`config.mk`:
```
export PLATFORM = sky130hd
export DESIGN_NAME = apf_ctrl
export DESIGN_NICKNAME = d
export VERILOG_FILES = /design/src/apf_pkg.sv /design/src/apf_ctrl.sv
export SDC_FILE = /design/constraint.sdc
export NUM_CORES = 1
export LEC_CHECK = 0
export BUFFER_PORTS_ARGS = -buffer_cell sky130_fd_sc_hd__buf_4
export CAP_MARGIN = 20
export CORE_AREA = 3 3 40 42
export DETAILED_ROUTE_END_ITERATION = 10
export DIE_AREA = 0 0 43 45
export PLACE_DENSITY_LB_ADDON = 0.05
export SETUP_SLACK_MARGIN = 0.02
export SLEW_MARGIN = 20
export SYNTH_ARGS = -nofsm -noshare
export SYNTH_HDL_FRONTEND = slang
export SYNTH_SLANG_ARGS = --single-unit
```
`constraint.sdc`:
```
create_clock -name clk -period 0.9 [get_ports clk]
set_input_delay 0.09 -clock clk [delete_from_list [all_inputs] [get_ports clk]]
set_output_delay 0.09 -clock clk [all_outputs]
set_load 0.05 [all_outputs]
```
`src/apf_pkg.sv`:
```
// Shared types and constants for the Schroeder allpass filter.
`timescale 1ns / 1ps

package apf_pkg;

  // Default sizing of the delay line and the sample word.
  localparam int MAX_DELAY_DEF   = 4096;
  localparam int SAMPLE_BITS_DEF = 16;

  // Configuration register widths and reset values.
  localparam int GAIN_W      = 15;
  localparam int DELAY_W     = 13;
  localparam int CFG_DATA_W  = 15;
  localparam int CFG_INDEX_W = 1;

  localparam logic [GAIN_W-1:0]  GAIN_RESET  = 15'd22938;
  localparam logic [DELAY_W-1:0] DELAY_RESET = 13'd1024;

  // Configuration register indexes.
  localparam logic [CFG_INDEX_W-1:0] REG_GAIN  = 1'b0;
  localparam logic [CFG_INDEX_W-1:0] REG_DELAY = 1'b1;

  // Controller states.
  typedef enum logic [2:0] {
    ST_IDLE,
    ST_MUL1,
    ST_FB,
    ST_MUL2,
    ST_OUT
  } apf_state_t;

  // Commands from the controller to the datapath.
  typedef struct packed {
    logic load_in;   // capture input word and read the delay line
    logic do_mul1;   // multiply gain by the delayed value
    logic do_fb;     // form feedback, write it, advance the pointer
    logic do_mul2;   // multiply gain by the feedback value
    logic load_out;  // form the output word into the output register
  } apf_cmd_t;

endpackage

```
`src/apf_ctrl.sv`:
```
// Controller state machine that sequences one sample through the datapath.
`timescale 1ns / 1ps

module apf_ctrl (
  input  logic              clk,
  input  logic              rst,
  input  logic              in_valid,
  output logic              in_ready,
  input  logic              out_ready,
  output logic              out_valid,
  output apf_pkg::apf_cmd_t cmd
);
  import apf_pkg::*;

  apf_state_t state;
  apf_state_t state_next;
  logic       out_free;

  // The output register can take a new word when empty or being drained.
  assign out_free = !out_valid || out_ready;

  // State register.
  always_ff @(posedge clk) begin
    if (rst) begin
      state <= ST_IDLE;
    end else begin
      state <= state_next;
    end
  end

  // Next-state logic.
  always_comb begin
    state_next = state;
    unique case (state)
      ST_IDLE: begin
        if (in_valid) state_next = ST_MUL1;
      end
      ST_MUL1: state_next = ST_FB;
      ST_FB:   state_next = ST_MUL2;
      ST_MUL2: state_next = ST_OUT;
      ST_OUT: begin
        if (out_free) state_next = in_valid ? ST_MUL1 : ST_IDLE;
      end
      default: state_next = ST_IDLE;
    endcase
  end

  // Output decode: a new word may enter while the last one is written out.
  always_comb begin
    in_ready = 1'b0;
    cmd      = '0;
    unique case (state)
      ST_IDLE: in_ready = 1'b1;
      ST_MUL1: cmd.do_mul1 = 1'b1;
      ST_FB:   cmd.do_fb = 1'b1;
      ST_MUL2: cmd.do_mul2 = 1'b1;
      ST_OUT: begin
        in_ready     = out_free;
        cmd.load_out = out_free;
      end
      default: in_ready = 1'b0;
    endcase
    cmd.load_in = in_valid && in_ready;
  end

  // Output valid flag.
  always_ff @(posedge clk) begin
    if (rst) begin
      out_valid <= 1'b0;
    end else if (cmd.load_out) begin
      out_valid <= 1'b1;
    end else if (out_ready) begin
      out_valid <= 1'b0;
    end
  end

endmodule

```
==> results.md, run 1 <==
- Fraction of the yosys area taken by sequential cells: 35.4%
- Critical path endpoint category: primary output
- Detailed Route WL: 561 um
- Clock tree from TritonCTS: done
- Post-layout worst setup margin: -0.354 ns
- Count of endpoints failing setup in the final report: 9
- Worst setup skew after layout: 0.00478 ns
- Vias in the first global route: 243
- Area added between synthesis and finish: 123%
- Final HPWL DP: 464 um
- Number of DRC violations after detailed-routing iteration 0: 9
- Clock Sinks: 4
- Synthesized area: 226 um2
- Insertion delay to the later sink of the worst-skew pair: 0.24 ns
- Clock-pin slew on the worst setup and hold paths: 0.04 ns
- Number of storage elements in the synthesis netlist: 4
- Synth area leaders: dfxtp_1 (35%), a21boi_4 (8.3%), nor2_1 (6.6%), nor3b_1 (6.6%), nor4b_2 (6.6%)
- Unrepaired setup endpoints after global routing: true
- Total GRT Usage: 6.66%
- Total nets after synthesis: 27
- Worst IR drop on VDD: 0.000627 V
- Combinational share of power: 42.4%
- Placement Cell Area: 395 um2
- Most used cells in the layout excluding fill and tap cells: buf_4 (14), buf_6 (5)
- Antenna violation net count after detailed routing: 0
- Bufs on Longest Clock Path: 2
- Tightest Pin Transition: 0.184 ns
- CORE AREA: 0.00128 mm2
- Cell taking the most area after synthesis: dfxtp_1
- Maximum number of pins on one net before global-route repair: 8
- Share of the clock period used by the worst path: 139%
- Status: finished with violations
- Crit path DAT: 1.16 ns
- Layer with the highest usage: met2
- Share of post-route cells with drive strength above 1: 81.3%
- Hold Crit Start: rst
- Switching part of the total: 32.9%
- Worst path required time: 0.81 ns
- Final core utilization: 39.3%
- Most frequent standard cell in the layout excluding fill and tap cells: buf_4
- Post-route design area: 505 um2
- Cell-internal power: 521 uW
- Antenna violations before repair: 0
- Number of maximum-capacitance constraint violations: 0
- Effective utilization at floorplan: 17.6%
- Remaining routing DRC violations: 0
- Final hold violation count: 0
- Congestion Overflow GR: 0
- Wire length of the first global-routing pass: 938 um
- Worst setup SP type: flip-flop
- Number of top-level pins: 11
- # diodes: 0
- CTS Buf Count: 3
- Die ar.: 0.00194 mm2
- Net switching power: 255 uW
- Via-per-instance ratio: 3.83
- Share of total power in the clock network: 31.1%
- Met2 layer usage reported by global route: 10.2%
- Crit path from: out_valid
- Synth top area share: 35.4%
- P per Cell Area: 1540 mW/mm2
- Final critical delay including setup and external delays: 1.25 ns
- Total iterations of the first detailed-routing run: 3
- Number of instances in the synthesized netlist: 23
- Met1 usage: 7.47%
- Final-report max-slew violation count: 0
- Start-to-end type of the worst setup path: flip-flop to primary output
- Placement row count: 13
- Flop pwr share: 26.5%
- GPL Wtd Cong: 0.639
- Grt met3 use: 2.39%
- Maximum fanout along the worst path: 3
- Warning count from the yosys run: 0
- Final #Nets: 53
- Violations in the final reports: setup timing
- Worst flop-to-flop path startpoint: state[0]
- Max H-tree Level: 1
- Floorplan die width: 43 um
- Detailed-route wire length per cell: 8.90 um
- I/O Buffers: 10
- Worst-case hold slack: 0.0436 ns
- Mean area per synthesized cell: 9.85 um2
- Worst max-slew margin expressed relative to the limit: 87.7%
- Worst hold-check path type: primary input to flip-flop
- Count of different cell masters after synthesis: 16
- Maximum clock rate: 0.797 GHz
- Die Y: 45 um
- Total negative setup slack: -2.31 ns
- Total number of vias: 241
- Static Leak: 0.232 nW
- Root cell of the clock tree: clkbuf_4
-- worst max-delay path: stages (launching register included) --
cell,delay (ns)
dfxtp_4,0.33
and2b_4,0.17
a21boi_4,0.13
and2_4,0.16
buf_8,0.13
-- power by group through the flow --
stage	Sequential, mW	Clock [mW]	Combinational, mW
6_report	0.206	0.241	0.329
5_1_grt	0.209	0.272	0.345
4_1_cts	0.207	0.259	0.330
3_5_place_dp	0.212	0	0.277
3_3_place_gp	0.212	0	0.273
2_1_floorplan	0.216	0	0.176
-- sequential cells by signal, summed over array words and instances (netlist names) --
register   count
state          3
out_valid      1
-- Yosys cell counts, drive strengths merged --
cell type  number
nand2           1
o21ai           1
dfxtp           4
xnor2           1
nor3b           2
a21oi           1
and3b           1
a31oi           1
nor2            5
buf             1
nor4b           1
and2            1
a21boi          1
nor3            1
and2b           1
-- final timing paths --
kind / to / slack, ns / cells after the start
setup / recovery: cmd[4] / -0.35 / 4
hold / removal: state[2] / 0.04 / 2
setup reg to reg: state[2] / -0.22 / 5
hold reg to reg: out_valid / 0.55 / 2
-- cell families (layout without fill, tap and decap cells) --
logic type,Yosys count,in the layout,share of synthesized area [%]
AO/OA/AOI/OAI,4,4,15.5
XOR/XNOR,1,1,3.87
buffers and inverters,1,26,3.32
flip-flops,4,4,35.4
AND/OR/NAND/NOR,13,13,42.0
-- through the flow --
step | instances | power (mW) | setup WS [ns]
2_1_floorplan | 23 | 0.392 | -0.444
3_3_place_gp | 54 | 0.485 | -0.135
3_5_place_dp | 54 | 0.489 | -0.164
4_1_cts | 61 | 0.796 | -0.377
5_1_grt | 63 | 0.826 | -0.404
6_report | 63 | 0.776 | -0.354
-- layout make-up --
type	instances	area, um2
fill	131	779
timing repair buffer	22	206
multi-input combinational	18	161
sequential	4	92.6
clock buffer	4	26.3
tap	15	18.8
-- per-layer routing --
layer	up-vias	wire [um]
met1	103	229
met3	0	44
met2	7	287
li1	131	-
met4	0	0
met5	-	0
-- repair_timing --
action / in CTS / in global routing
pin swaps: 2 / 2
setup endpoints to repair: 9 / 10
resized for setup: 14 / 0
hold buffers: 0 / 0
setup buffers: 3 / 2
Note: power is estimated with default switching activity, not from simulation.
==> inputs of run 2 (changes only) <==
--- a/config.mk
+++ b/config.mk
@@ -7,11 +7,10 @@
 export LEC_CHECK = 0
 export BUFFER_PORTS_ARGS = -buffer_cell sky130_fd_sc_hd__buf_4
 export CAP_MARGIN = 20
-export CORE_AREA = 3 3 40 42
+export CORE_AREA = 2 2 39 41
 export DETAILED_ROUTE_END_ITERATION = 10
-export DIE_AREA = 0 0 43 45
+export DIE_AREA = 0 0 41 43
 export PLACE_DENSITY_LB_ADDON = 0.05
-export SETUP_SLACK_MARGIN = 0.02
 export SLEW_MARGIN = 20
 export SYNTH_ARGS = -nofsm -noshare
 export SYNTH_HDL_FRONTEND = slang
==> run 2 against run 1 <==
Net effect:
- the run still ends with setup timing left
- sequential power is essentially flat
- first-iteration DRC count is 78% lower
- die area decreased by 8.9%
- clock-buffer cell count stayed put
- flip-flop and latch count unchanged
- via count rose by 13%
- design area up 19%
- critical path depth unchanged
- largest power group unchanged
==> results.md, run 2 (same netlist as run 1, synthesis figures left out) <==
- Status: finished with violations
- Violations in the final reports: setup timing
- Detailed-route wire length per cell: 10.1 um (+13%)
- Most flops, register: state
- Post-layout worst setup margin: -0.355 ns (-0.000595 ns)
- Unrepaired setup endpoints after global routing: true
- Floorplan die width: 41 um (-4.7%)
- Crit path DAT: 1.16 ns (about the same)
- Most used cells in the layout excluding fill and tap cells: buf_4 (13), buf_6 (10), dfxtp_4 (4)
- Total iterations of the first detailed-routing run: 2 (-1)
- Total GRT Usage: 10.0% (+3.4 points)
- Worst max-slew margin expressed relative to the limit: 88.0% (+0.27 points)
- Number of flip-flops under the largest register name: 3 (unchanged)
- P per Cell Area: 1420 mW/mm2 (-7.3%)
- Congestion Overflow GR: 0 (unchanged)
- Total negative setup slack: -2.30 ns (+0.00907 ns)
- Critical path endpoint category: primary output
- Pre-CTS setup slack: -0.146 ns (+0.0179 ns)
- Tightest Pin Transition: 0.180 ns (-0.00429 ns)
- Detailed Route WL: 677 um (+21%)
- Max H-tree Level: 1 (unchanged)
- Fill count: 143 (+9.2%)
- Placement row count: 14 (+1)
- Worst r2r dst: state[0]
- CTS Buf Count: 3 (unchanged)
- Number of top-level pins: 11 (unchanged)
- Most frequent standard cell in the layout excluding fill and tap cells: buf_4
- Share of the clock period used by the worst path: 139% (about the same)
- Bufs on Longest Clock Path: 2 (unchanged)
- Wire length of the first global-routing pass: 1140 um (+21%)
- GPL Wtd Cong: 0.722 (+13%)
- Number of maximum-capacitance constraint violations: 0 (unchanged)
- Clock Sinks: 4 (unchanged)
- Die ar.: 0.00176 mm2 (-8.9%)
- Area added between synthesis and finish: 165%
- Worst-case hold slack: 0.0554 ns (+0.0118 ns)
- Final #Nets: 56 (+5.7%)
- Worst IR drop on VDD: 0.000850 V (+36%)
- Worst hold-check path type: primary input to flip-flop
- Antenna violation net count after detailed routing: 0 (unchanged)
- Share of post-route cells with drive strength above 1: 92.2% (+11 points)
- Final HPWL DP: 491 um (+5.7%)
- Total number of vias: 273 (+13%)
- Start-to-end type of the worst setup path: flip-flop to primary output
- Antenna violations before repair: 0 (unchanged)
- Clock tree from TritonCTS: done
- Final hold violation count: 0 (unchanged)
- Regs by FF count: state (3), out_valid (1)
- Count of endpoints failing setup in the final report: 9 (unchanged)
- Worst-case reg-to-reg path depth: 5 (unchanged)
- Via-per-instance ratio: 4.07 (+6.5%)
- Static Leak: 0.267 nW (+15%)
- Placement Cell Area: 412 um2 (+4.1%)
- Number of DRC violations after detailed-routing iteration 0: 2 (-7)
- CORE AREA: 0.00138 mm2 (+7.7%)
- Final critical delay including setup and external delays: 1.25 ns (+0.000595 ns)
- Clock-pin slew on the worst setup and hold paths: 0.04 ns (about the same)
- Crit path from: out_valid
- Post-route design area: 599 um2 (+19%)
- Root cell of the clock tree: clkbuf_4
- Insertion delay to the later sink of the worst-skew pair: 0.24 ns (about the same)
- I/O Buffers: 10 (unchanged)
- Reg2reg setup slack: -0.24 ns (-0.02 ns)
- # diodes: 0 (unchanged)
- Vias in the first global route: 293 (+21%)
- Final-report max-slew violation count: 0 (unchanged)
- Maximum clock rate: 0.797 GHz (about the same)
- Worst flop-to-flop path startpoint: out_valid
- Worst setup SP type: flip-flop
- Effective utilization at floorplan: 16.4% (-1.3 points)
- Die Y: 43 um (-4.4%)
- CP Capture Point: cmd[4]
- Remaining routing DRC violations: 0 (unchanged)
- Maximum number of pins on one net before global-route repair: 5 (-3)
- Worst path required time: 0.81 ns (about the same)
- Final core utilization: 43.3% (+4.0 points)
- Worst setup skew after layout: 0.00526 ns (+0.000481 ns)
- Maximum fanout along the worst path: 4 (+1)
## run 2: changes by cell type in the layout (fill, tap and decap cells not counted), sizes merged
cell | previous run | this run
buf | 22 | 25
## run 2: worst min path at each step
stage,startpoint,end,slack (ns),cells after the start
3_3_place_gp,rst,state[1],0.29,2
3_5_place_dp,rst,state[1],0.29,2
2_1_floorplan,rst,out_valid,0.15,1
4_1_cts,rst,state[2],0.03,2
6_report,rst,state[1],0.06,2
5_1_grt,rst,state[2],0.05,2
## run 2: final cells by class
cell class	count	area, um2	share of cell area [%]
multi-input cells	18	218	36.3
repair buffers	25	240	40.1
well taps	16	20.0	3.34
flip-flops and latches	4	95.1	15.9
clock buffers	4	26.3	4.38
## run 2: critical path: stages (launching register included)
cell and delay, ns:
dfxtp_4 0.33, and2b_4 0.18, a21boi_4 0.13, and2_4 0.16, buf_8 0.13
## run 2: power by group
group | switching [mW] | internal [mW]
clock | 0.0750 | 0.166
sequential | 0.0183 | 0.187
combinational | 0.194 | 0.213
## run 2: stage by stage
step	std cells	power [mW]
3_5_place_dp	57	0.505
5_1_grt	67	0.913
3_3_place_gp	57	0.502
2_1_floorplan	23	0.392
6_report	67	0.853
4_1_cts	65	0.817
## run 2: routing by layer
layer	global-route usage (%)	routed length (um)	up-vias
li1	-	-	135
met1	10.3	247	130
met2	15.6	391	8
met3	6.28	38	0
met4	4.00	0	0
met5	0	0	-
## run 2: what timing repair did
item                                    CTS  global route
gates resized for setup                  19             9
endpoints found under the setup margin    8            10
buffers inserted                          4             2
pin swaps                                 5             1
hold buffers                              0             0
endpoints found under the hold margin     0             0
gates cloned                              0             0
